[config.mk]
export PLATFORM = sky130hd
export DESIGN_NAME = ggvs_front
export DESIGN_NICKNAME = d
export VERILOG_FILES = /design/src/ggvs_pkg.sv /design/src/ggvs_front.sv
export SDC_FILE = /design/constraint.sdc
export NUM_CORES = 1
export LEC_CHECK = 0
export ABC_AREA = 1
export BUFFER_PORTS_ARGS = -buffer_cell sky130_fd_sc_hd__buf_2
export CORE_MARGIN = 10
export CORE_UTILIZATION = 40
export CTS_BUF_LIST = sky130_fd_sc_hd__clkbuf_4 sky130_fd_sc_hd__clkbuf_8 sky130_fd_sc_hd__clkbuf_16
export DETAILED_ROUTE_END_ITERATION = 6
export HOLD_SLACK_MARGIN = 0.03
export PLACE_DENSITY = 0.75
export SLEW_MARGIN = 20
export SYNTH_ARGS = -nofsm -noshare
export SYNTH_HDL_FRONTEND = slang
export SYNTH_SLANG_ARGS = --single-unit
[constraint.sdc]
create_clock -name clk -period 2.3 [get_ports clk]
set_input_delay 0.115 -clock clk [delete_from_list [all_inputs] [get_ports clk]]
set_output_delay 0.115 -clock clk [all_outputs]
set_load 0.01 [all_outputs]
[src/ggvs_pkg.sv]
// Package for the greedy garbage-collection victim selector.
// Holds sizes, command codes, request and result types. No dependencies.
package ggvs_pkg;
	localparam int PKG_COUNT = 4;
	localparam int DIES_PER_PACKAGE = 2;
	localparam int BLOCKS_PER_DIE = 64;
	localparam int PAGES_PER_BLOCK = 64;
	localparam int DIE_COUNT = PKG_COUNT * DIES_PER_PACKAGE;
	localparam int NUM_BLOCKS = DIE_COUNT * BLOCKS_PER_DIE;
	localparam int SLOT_W = $clog2(NUM_BLOCKS);
	localparam int DSLOT_W = $clog2(DIE_COUNT);
	localparam int CNT_W = $clog2(BLOCKS_PER_DIE + 1);
	localparam int PV_W = 7;

	localparam logic [1:0] CMD_WRITE = 2'd0;
	localparam logic [1:0] CMD_COMMIT = 2'd1;
	localparam logic [1:0] CMD_QUERY = 2'd2;
	localparam logic [1:0] CMD_STATUS = 2'd3;

	typedef struct packed {
		logic [1:0] cmd;
		logic [1:0] pkg_index;
		logic any_package;
		logic die_index;
		logic any_die;
		logic [5:0] block_index;
		logic replace_present;
		logic [6:0] pages_valid_in;
		logic usable_in;
	} req_t;

	typedef struct packed {
		logic found;
		logic [1:0] victim_pkg;
		logic victim_die;
		logic [5:0] victim_block;
		logic trigger_gc;
	} res_t;

	// Classified request passed from front to back.
	typedef struct packed {
		logic [1:0] cmd;
		logic addr_ok;
		logic [SLOT_W-1:0] slot;
		logic [DSLOT_W-1:0] dslot;
		logic replace_present;
		logic [PV_W-1:0] pages_valid;
		logic usable;
		logic [1:0] p0;
		logic [1:0] p1m;
		logic d0;
		logic d1m;
		logic empty;
	} op_t;
endpackage

[src/ggvs_front.sv]
// Front part: accepts requests, checks addresses and works out query bounds.
// Depends on ggvs_pkg.
module ggvs_front import ggvs_pkg::*; (
	input logic clk,
	input logic arst_n,
	input logic valid,
	output logic stall,
	input req_t req,
	output logic op_valid,
	input logic op_stall,
	output op_t op
);
	logic full_q;
	op_t op_q;
	op_t nxt;
	logic [2:0] p_hi;
	logic [1:0] d_hi;

	// Classification of the incoming request.
	always_comb begin
		nxt = '0;
		nxt.cmd = req.cmd;
		nxt.addr_ok = ({1'b0, req.pkg_index} < 3'(PKG_COUNT))
			&& ({1'b0, req.die_index} < 2'(DIES_PER_PACKAGE))
			&& ({1'b0, req.block_index} < 7'(BLOCKS_PER_DIE));
		nxt.dslot = DSLOT_W'(req.pkg_index * DIES_PER_PACKAGE + req.die_index);
		nxt.slot = SLOT_W'((req.pkg_index * DIES_PER_PACKAGE + req.die_index)
			* BLOCKS_PER_DIE + req.block_index);
		nxt.replace_present = req.replace_present;
		nxt.pages_valid = req.pages_valid_in;
		nxt.usable = req.usable_in;
		nxt.p0 = req.any_package ? 2'd0 : req.pkg_index;
		p_hi = req.any_package ? 3'(PKG_COUNT) : ({1'b0, req.pkg_index} + 3'd1);
		if (p_hi > 3'(PKG_COUNT)) p_hi = 3'(PKG_COUNT);
		nxt.d0 = req.any_die ? 1'b0 : req.die_index;
		d_hi = req.any_die ? 2'(DIES_PER_PACKAGE) : ({1'b0, req.die_index} + 2'd1);
		if (d_hi > 2'(DIES_PER_PACKAGE)) d_hi = 2'(DIES_PER_PACKAGE);
		nxt.empty = (p_hi <= {1'b0, nxt.p0}) || (d_hi <= {1'b0, nxt.d0});
		nxt.p1m = 2'(p_hi - 3'd1);
		nxt.d1m = 1'(d_hi - 2'd1);
	end

	assign stall = full_q && op_stall;
	assign op_valid = full_q;
	assign op = op_q;

	// One-entry queue towards the back part.
	always_ff @(posedge clk or negedge arst_n) begin
		if (!arst_n) begin
			full_q <= 1'b0;
		end else if (!stall) begin
			full_q <= valid;
		end
	end

	always_ff @(posedge clk) begin
		if (!stall && valid) begin
			op_q <= nxt;
		end
	end
endmodule

* Word level (Yosys, flattened, before mapping)
Index checks and enable logic that the tools add are counted.
** Storage, ports and cells
- Flip-flop bits (word level) :: 31
- Latch bits :: 0
- Bits in writable memories :: 0
- ROM bits :: 0
- Input bits :: 26
- Output and inout port bits :: 33
- Logic and storage cells :: 32
- Memories kept :: 0
** Operators by class
- $add $sub $neg :: 6
- Multipliers :: 0
- Divide/modulo/power cells :: 0
- Magnitude comparators :: 4
- Equality and inequality tests :: 0
- Shift-type cells :: 0
- Multiplexer cells :: 6
- Bitwise logic cells :: 0
- Reductions and logical operators :: 4
** Operators with widths (count)
- adder 9 x 6 -> 9 bit :: 1
- 2-to-1 mux 2 bit :: 3
- 2-to-1 mux 3 bit :: 2
- adder 2 x 1 -> 3 bit, second input constant :: 1
- adder 3 x 1 -> 3 bit :: 1
- greater-than comparator 3 bit, second input constant :: 1
- <= comparator 3 x 2 -> 1 bit :: 1
- adder 1 x 1 -> 2 bit, second input constant :: 1
- greater-than comparator 2 bit, second input constant :: 1
- <= comparator 2 x 1 -> 1 bit :: 1
- logical AND 1 bit :: 2
- subtractor 2 x 1 -> 2 bit, second input constant :: 1
- zero test 1 bit :: 1
- logical OR 1 bit :: 1
- 2-to-1 mux 1 bit :: 1
- subtractor 1 bit, second input constant :: 1

* Longest topological paths before layout
Gate-level depths: netlist of run 1.
- Word-level depth :: 6
- Gate-level depth with buffers :: 5
- Mapped depth without buffers :: 5

* Worst setup path before layout of run 1
No wires, ideal clock.
- Path type :: register to register
- From :: register full_q (netlist: op_valid)
- To :: register op_q, in the netlist op[0], enable pin
- Library setup time :: 411 ps
- Arrival :: 1721 ps
- Data required time :: 1889 ps
- Setup slack :: 168 ps
- Cell stages (with the launch flop) :: 4
- Path buffers :: 0
- Clock period less this slack :: 2132 ps
- Cell sequence :: dfrtp_1 > nand2_1 > inv_1 > nor2_1
** Between the ends
- Longest elaborated chain between the ends :: 3
** Ends and longest elaborated chain
- start: declaration :: line ggvs_front.sv:13 : logic full_q;
- start signal: assignment :: line ggvs_front.sv:52 : full_q <= valid;
- logical AND 1 bit :: line ggvs_front.sv:43 : assign stall = full_q && op_stall;
- via stall :: line ggvs_front.sv:7 : output logic stall,
- zero test 1 bit :: line ggvs_front.sv:57 : if (!stall && valid) begin
- logical AND 1 bit :: line ggvs_front.sv:57
- end signal: assignment :: line ggvs_front.sv:58 : op_q <= nxt;
- end: declaration :: line ggvs_front.sv:14 : op_t op_q;
The timed path passes the listed nets, and every way through them passes these cells.
A chain may end at the register's enable or synchronous reset.

* Final worst setup path of run 1
- From :: register full_q (netlist: op_valid)
- To :: register op_q, in the netlist op[30], enable pin
** Between the ends
- Longest elaborated chain between the ends :: 3
** Ends and longest elaborated chain (line)
- logical AND 1 bit :: ggvs_front.sv:43
- zero test 1 bit :: ggvs_front.sv:57
- logical AND 1 bit :: ggvs_front.sv:57
No other way between the ends.

==> flow_metrics.py, run 1 <==
metrics = {
    "clock_tree": {
        "cts-resized-gates": 0,
        "h-tree-depth": 1,
        "clkTransAtPathRegs_ps": 130,
        "cts_inserted_buffers": 3,
        "cts_root_buf": "clkbuf_4",
        "clockBufferDepth": 2,
        "post_cts_buffers": 0,
        "cts_sinks": 28,
        "cts_tree": "done",
        "clk_latency_ps": 330,
    },
    "power_and_ir_drop": {
        "power_switching_mw": 0.213,
        "p_per_area_mw_per_mm2": 671,
        "p_clk_share_pct": 30.0,
        "p_seq_share_pct": 57.2,
        "irDropWorstVdd_mv": 0.436,
        "power_mw": 1.05,
        "pwr-share-comb_pct": 12.8,
        "switching_share_pct": 20.3,
        "cellInternalPower_mw": 0.837,
        "cellLeakagePower_nw": 0.725,
    },
    "detailed_routing": {
        "wirelength_mm": 2.72,
        "post-route-drc-count": 0,
        "via_per_inst": 4.19,
        "wl_per_cell_um": 16.3,
        "dr.pass1.iters": 4,
        "initialDrtViolationCount": 24,
        "vias": 700,
        "antenna_left": 0,
    },
    "sta": {
        "setup_ws_ps": 1040,
        "finClkSkew_ps": 17.9,
        "finalSetupViolCount": 0,
        "final.period_utilization_pct": 55.0,
        "rsz0062_at_grt": "no",
        "max_freq_mhz": 791,
        "final-hold-violation-count": 0,
        "timing.setup.tns_ps": 0,
        "finalCriticalPeriod_ps": 1260,
        "slew_viol_final": 0,
    },
    "layout": {
        "drive_above_1_share_pct": 46.0,
        "final_core_utilization_pct": 68.8,
        "diodes": 0,
        "num-nets-final": 168,
        "final_area_mm2": 0.00157,
        "syn_to_final_growth_pct": 58.7,
    },
    "global_route": {
        "grt_pass1_vias": 759,
        "grt_pass1_wl_mm": 4.09,
        "grt_use_total_pct": 10.7,
        "overflow": 0,
        "grt_max_degree": 28,
        "grt_antenna_before_repair": 0,
    },
    "floorplan": {
        "start_util_pct": 43.4,
        "die_y_um": 69.7,
        "core_mm2": 0.00228,
        "die_w_um": 69.7,
        "dieArea_mm2": 0.00486,
        "rows": 17,
        "num_io_pins": 59,
    },
    "setup_path": {
        "reg2reg_to": "op[30]",
        "worst_setup_path_end_kind": "flip-flop",
        "startpoint_type": "flip-flop",
        "ff2ff_path_depth": 4,
        "arrival_ps": 1260,
        "critPathKind": "flip-flop to flip-flop",
        "slowest_stage": "dfrtp_1",
        "crit_required_ps": 2300,
        "path_cells": "nand2_1 -> inv_1 -> nor2_2 -> buf_4",
        "max_stage_delay_ps": 400,
        "worstPathMaxFanout": 27,
        "timing.rr.start": "op_valid",
        "r2r_setup_slack_ps": 1040,
    },
    "place": {
        "dpl_worst_slack_ps": 1060,
        "dp_hpwl_mm": 1.98,
        "finalWeightedCongestion": 0.695,
        "io_buffers": 57,
        "postPlaceCellArea_mm2": 0.00128,
    },
    "logic_synthesis": {
        "synth_area_leaders": "edfxtp_1 (82%), inv_1 (3.8%), buf_4 (3.0%)",
        "yosysTopAreaCell": "edfxtp_1",
        "synthesis.area_um2": 987,
        "synth_cell_types": 10,
        "synth_flop_cell": "edfxtp_1",
        "synth_nets": 87,
        "yosysWarnings": 0,
        "synth_top_area_share_pct": 82.1,
        "synth-seq-cells": 28,
        "seq_area_frac_synth_pct": 84.7,
        "async_flop_share_pct": 3.57,
        "synth_cells": 59,
        "synth-edff-count": 27,
        "yosys.cell_count.top_type": "edfxtp_1",
        "synth.avg_cell_area_um2": 16.7,
        "yosys-top-cells-count": "edfxtp_1 (27), inv_1 (10), nand2_1 (7)",
    },
    "run_status": {
        "status": "completed",
    },
    "worst_hold_path": {
        "holdPathStages": 2,
        "hold_class": "primary input to flip-flop",
        "holdPathEnd": "op[6]",
        "min_from": "req[17]",
    },
    "job": {
        "maxCapViolCount": 0,
    },
}
==> registers in the layout (all words and copies together), names as in the netlist <==
name / flops
op: 27
op_valid: 1
==> cell families (layout without fill, tap and decap cells) <==
family,after synthesis,in the layout,synth area share (%)
flops,28,28,84.7
fa+ha+maj,2,2,2.53
simple gates,13,13,5.20
other cells,1,1,0.380
buf+inv,15,95,7.22
==> routing by layer <==
layer	global-route usage [%]	wire, um	share of wire [%]	up-vias
li1	-	-	-	349
met1	10.8	984	36	321
met2	18.8	1490	55	28
met3	3.85	212	7.8	2
met4	5.87	34	1.3	0
met5	0	0	0	-
==> worst max path at each step <==
stage / endpoint / slack [ps] / from / cells after the start
finish: op[30] / 1040 / op_valid / 4
global route: op[30] / 960 / op_valid / 4
CTS: op[30] / 1040 / op_valid / 4
detailed placement: op[7] / 1060 / op_valid / 4
global placement: op[16] / 1110 / op_valid / 4
floorplan: op[0] / 170 / op_valid / 3
==> layout make-up <==
class,instances,area (um^2)
inverters,10,37.5
repair buffers,81,523
clock buffers,3,22.5
clock inverters,1,30.0
fillers,155,709
flip-flops and latches,28,836
well taps,28,35.0
multi-input cells,16,82.6
==> repair_timing <==
action / in CTS / in global routing
hold endpoints to repair: 22 / 0
hold buffers: 23 / 0
setup endpoints to repair: 0 / 0
==> worst max-delay path: cells and delay by family, from the launching register on <==
kind,cells,cell delay [ps]
and+or+nand+nor,2,160
DFF,1,400
buffers and inverters,2,380
==> metrics by stage <==
step / hold slack [ps] / instances
floorplan: -181 / 59
global placement: -110 / 140
detailed placement: -108 / 140
CTS: 58.4 / 167
global route: 54.6 / 167
finish: 70.6 / 167
==> cell usage in the layout (no fill, tap or decap) <==
cell type,instances
buf_2,57
buf_4,1
bufinv_16,1
clkbuf_4,3
conb_1,1
dfrtp_1,1
dlygate4sd3_1,23
edfxtp_1,27
ha_1,2
inv_1,10
nand2_1,7
nand2_2,1
nor2_1,4
nor2_2,1
==> power by group through the flow <==
stage	sequential, mW	clock (mW)	combinational (mW)
final	0.601	0.315	0.135
after global placement	0.611	0	0.100
after CTS	0.601	0.317	0.136
after floorplan	0.628	0	0.0308
after detailed placement	0.613	0	0.104
after global routing	0.604	0.343	0.147
(Power assumes the default switching activity.)
==> inputs of run 2 (changes only) <==
- clock period: 2.3 -> 1.3 ns (I/O delays scaled with it)
==> run 2 against run 1 <==
Sequential share of layout area shrank 0.84 points. Cell count increased by 1.8%. Cell area rose by 1.6%. Critical path type is now primary input to flip-flop.
==> flow_metrics.py, run 2 (same netlist as run 1, synthesis figures left out) <==
metrics = {
    "power_and_ir_drop": {
        "cellInternalPower_mw": 1.32,
        "p_seq_share_pct": 62.9,
        "power_switching_mw": 0.364,
        "irDropWorstVdd_mv": 0.622,
        "switching_share_pct": 21.6,
        "p_clk_share_pct": 22.1,
        "p_per_area_mw_per_mm2": 1060,
        "cellLeakagePower_nw": 0.732,
        "pwr-share-comb_pct": 15.0,
    },
    "detailed_routing": {
        "antenna_left": 0,
        "via_per_inst": 4.24,
        "wl_per_cell_um": 14.8,
        "initialDrtViolationCount": 17,
        "post-route-drc-count": 0,
        "vias": 720,
        "dr.pass1.iters": 4,
        "wirelength_mm": 2.51,
    },
    "clock_tree": {
        "h-tree-depth": 1,
        "cts-resized-gates": 0,
        "clk_latency_ps": 320,
        "clkTransAtPathRegs_ps": 140,
        "ctsHoldBuffers": 26,
        "cts_root_buf": "clkbuf_4",
        "cts_sinks": 28,
        "cts_tree": "done",
        "cts_inserted_buffers": 3,
        "clockBufferDepth": 2,
        "post_cts_buffers": 0,
    },
    "setup_path": {
        "startpoint": "op_stall",
        "worst_setup_path_end_kind": "flip-flop",
        "timing.rr.start": "op_valid",
        "critPathKind": "primary input to flip-flop",
        "startpoint_type": "primary input",
        "worstPathMaxFanout": 2,
        "arrival_ps": 1420,
        "crit_required_ps": 1510,
    },
    "sta": {
        "setup_ws_ps": 92.5,
        "finalSetupViolCount": 0,
        "max_freq_mhz": 828,
        "rsz0062_at_grt": "no",
        "finalCriticalPeriod_ps": 1210,
        "final.period_utilization_pct": 92.9,
        "slew_viol_final": 0,
        "final-hold-violation-count": 0,
        "finClkSkew_ps": 8.61,
    },
    "layout": {
        "final_area_mm2": 0.00159,
        "final_common_cell": "buf_2",
        "drive_above_1_share_pct": 45.8,
        "layout_common_cells": "buf_2 (57), edfxtp_1 (27), dlygate4sd3_1 (26), inv_1 (9), nand2_1 (7)",
        "diodes": 0,
        "largest_reg_flops": 27,
        "syn_to_final_growth_pct": 61.2,
        "final_core_utilization_pct": 69.9,
        "num-nets-final": 171,
        "finalNonFillerCells": 170,
    },
    "run_status": {
        "status": "completed",
    },
    "job": {
        "maxCapViolCount": 0,
    },
    "floorplan": {
        "die_y_um": 69.7,
        "rows": 17,
        "core_mm2": 0.00228,
        "dieArea_mm2": 0.00486,
        "die_w_um": 69.7,
        "start_util_pct": 43.4,
        "num_io_pins": 59,
    },
    "place": {
        "dp_hpwl_mm": 1.78,
        "io_buffers": 57,
        "placedCellCount": 140,
        "finalWeightedCongestion": 0.720,
        "dpl_worst_slack_ps": 170,
        "postPlaceCellArea_mm2": 0.00130,
    },
    "global_route": {
        "overflow": 0,
        "grt_pass1_wl_mm": 3.93,
        "grt_antenna_before_repair": 0,
        "grt_use_total_pct": 10.2,
        "grt_pass1_vias": 783,
        "grt_max_degree": 28,
    },
    "worst_hold_path": {
        "hold_class": "primary input to flip-flop",
        "min_from": "valid",
    },
}
==> run 2: worst max-delay path, cell delays in order <==
cell and delay [ps]:
dlygate4sd3_1 540, buf_2 120, nand2_1 90, nand2_1 50, dlygate4sd3_1 550
==> run 2: layout make-up <==
class                      instances  area [um^2]
tap                               28         35.0
inverter                          10         37.5
sequential                        28          836
multi-input combinational         16         87.6
clock buffer                       4         30.0
fill                             178          684
timing repair buffer              84          566
==> run 2: metrics by stage <==
| stage | setup TNS (ps) | power, mW | hold WS (ps) |
|---|---|---|---|
| floorplan | -2380 | 1.17 | -231 |
| global placement | 0 | 1.27 | -160 |
| detailed placement | 0 | 1.28 | -157 |
| CTS | 0 | 1.70 | 309 |
| global route | 0 | 1.77 | 318 |
| finish | 0 | 1.69 | 313 |
==> run 2: final timing paths <==
path                            end  slack (ps)  cells after the start
setup / recovery           op_valid          90                      5
hold / removal               op[11]         310                      4
setup reg to reg           op_valid         100                      3
hold reg to reg              op[11]         890                      4
max in group asynchronous  op_valid         630                      3
min in group asynchronous  op_valid         580                      3
==> run 2: power by group through the flow <==
stage | Clock, mW | Sequential (mW) | Combinational [mW]
after global placement | 0 | 1.08 | 0.188
after global routing | 0.422 | 1.07 | 0.277
after CTS | 0.388 | 1.06 | 0.255
final | 0.373 | 1.06 | 0.252
after detailed placement | 0 | 1.08 | 0.194
after floorplan | 0 | 1.11 | 0.0583
==> run 2: metal layers <==
metal  share of wire (%)  GRT usage, %  up-vias
li1                    -             -      354
met1                  34          9.59      338
met4                0.36          3.91        0
met5                   0             0        -
met2                  59          19.6       26
met3                 6.7          3.42        2
==> inputs of run 3 (changes only) <==
- GPL_TIMING_DRIVEN: not set -> 0
- clock period: 1.3 -> 1.4 ns (I/O delays scaled with it)
==> run 3 against run 2 <==
Worst hold slack improved by 3.9 ps. Die area unchanged. Clock power increased by 39%. First-iteration DRC count increased by 5.9%. Critical path depth decreased by 2. Clock-buffer cell count decreased by 1. Non-clock buffer count increased by 5. Sequential cell count unchanged.
==> flow_metrics.py, run 3 (same netlist as run 1, synthesis figures left out) <==
metrics = {
    "run_status": {
        "status": "completed",
    },
    "clock_tree": {
        "cts_sinks": 28,
        "clk_latency_ps": 320,
        "clockBufferDepth": 2,
        "cts_inserted_buffers": 3,
        "clkTransAtPathRegs_ps": 150,
        "cts_root_buf": "clkbuf_4",
        "cts_tree": "done",
        "h-tree-depth": 1,
    },
    "setup_path": {
        "startpoint_type": "flip-flop",
        "timing.rr.start": "op_valid",
        "reg2reg_to": "op[0]",
        "arrival_ps": 1320,
        "crit_required_ps": 1410,
        "ff2ff_path_depth": 3,
        "worstPathMaxFanout": 13,
        "r2r_setup_slack_ps": 90,
        "critPathKind": "flip-flop to flip-flop",
        "worst_setup_path_end_kind": "flip-flop",
    },
    "sta": {
        "final-hold-violation-count": 0,
        "slew_viol_final": 0,
        "finClkSkew_ps": 12.3,
        "max_freq_mhz": 763,
        "final.period_utilization_pct": 93.6,
        "finalCriticalPeriod_ps": 1310,
        "timing.setup.tns_ps": 0,
        "finalSetupViolCount": 0,
    },
    "floorplan": {
        "num_io_pins": 59,
        "dieArea_mm2": 0.00486,
        "rows": 17,
        "start_util_pct": 43.4,
        "die_w_um": 69.7,
        "die_y_um": 69.7,
        "core_mm2": 0.00228,
    },
    "power_and_ir_drop": {
        "irDropWorstVdd_mv": 0.716,
        "cellLeakagePower_nw": 0.766,
        "p_per_area_mw_per_mm2": 1060,
    },
    "place": {
        "placedCellCount": 144,
        "finalWeightedCongestion": 0.723,
        "dp_hpwl_mm": 1.73,
        "io_buffers": 57,
    },
    "layout": {
        "final_common_cell": "buf_2",
        "layout.area.seq_um2": 836,
        "largest_reg_flops": 27,
        "syn_to_final_growth_pct": 68.3,
        "layout_common_cells": "buf_2 (57), edfxtp_1 (27), dlygate4sd3_1 (26), inv_1 (10), nand2_1 (7)",
        "drive_above_1_share_pct": 46.6,
        "final.fill_count": 152,
        "num-nets-final": 177,
        "finalNonFillerCells": 177,
        "multi_input_area_um2": 98.8,
        "final_core_utilization_pct": 73.0,
    },
    "detailed_routing": {
        "post-route-drc-count": 0,
        "vias": 743,
        "dr.pass1.iters": 4,
        "via_per_inst": 4.20,
        "antenna_left": 0,
        "wl_per_cell_um": 15.7,
        "initialDrtViolationCount": 18,
        "wirelength_mm": 2.78,
    },
    "worst_hold_path": {
        "holdPathEnd": "op[7]",
        "hold_class": "primary input to flip-flop",
        "min_from": "valid",
        "holdPathStages": 3,
    },
    "global_route": {
        "grt_max_degree": 17,
        "grt_pass1_vias": 843,
        "grt_pass1_wl_mm": 4.37,
        "overflow": 0,
        "grt_use_total_pct": 11.3,
        "grt_antenna_before_repair": 1,
    },
    "job": {
        "maxCapViolCount": 0,
    },
}
==> run 3: changes by cell type in the layout (fill, tap and decap cells not counted), sizes merged <==
cell    change
nor2        +1
bufinv      +1
diode       +1
buf         +4
==> run 3: per-stage QoR <==
stage               worst slack [ps]  cell area [um^2]  hold WS [ps]  power, mW
floorplan                      0.340               995          -226       1.08
global placement               -33.5              1320          -155       1.17
detailed placement             -74.2              1320          -153       1.18
CTS                             81.5              1640           302       1.75
global route                   -7.82              1660           322       1.83
finish                          90.2              1660           317       1.75
==> run 3: layout make-up <==
class                           instances  area share (%)
Clock buffer                            3            1.36
Sequential cell                        28            50.3
Antenna cell                            1           0.151
Multi-Input combinational cell         17            5.95
Buffer                                  5            2.03
Tap cell                               28            2.11
Timing Repair Buffer                   84            34.0
Inverter                               10            2.26
Clock inverter                          1            1.81
==> run 3: repair_timing <==
action,in CTS,in global routing
endpoints found under the hold margin,25,0
resized for setup,1,0
cloned,1,0
pin swaps,1,1
hold buffers,26,0
endpoints found under the setup margin,27,14
buffers inserted,0,1
==> run 3: critical path, cell delays in order (launching register included) <==
cell     delay (ps)
dfrtp_1         420
nand2_1         100
inv_1           120
nor2_4          360
==> run 3: per-layer routing <==
metal,vias to the layer above,share of wire (%),wire [um],global-route usage [%]
met3,6,7.1,198,3.99
met2,30,57,1600,21.9
li1,369,-,-,-
met5,-,0,0,0
met1,338,33,926,10.1
met4,0,2.2,61,5.00
==> run 3: worst max path at each step <==
| stage | startpoint | to | slack, ps | depth (start not counted) |
|---|---|---|---|---|
| 2_1_floorplan | op_valid | op[0] | 0.3 | 3 |
| 3_3_place_gp | op_valid | op[19] | -30 | 3 |
| 3_5_place_dp | op_valid | op[14] | -70 | 3 |
| 4_1_cts | op_valid | op[24] | 80 | 3 |
| 5_1_grt | op_valid | op[11] | -8 | 3 |
| 6_report | op_valid | op[0] | 90 | 3 |
==> run 3: power breakdown <==
| group | total (mW) | internal [mW] | switching [mW] |
|---|---|---|---|
| Clock | 0.517 | 0.289 | 0.227 |
| Combinational | 0.251 | 0.132 | 0.119 |
| Sequential | 0.985 | 0.974 | 0.0115 |
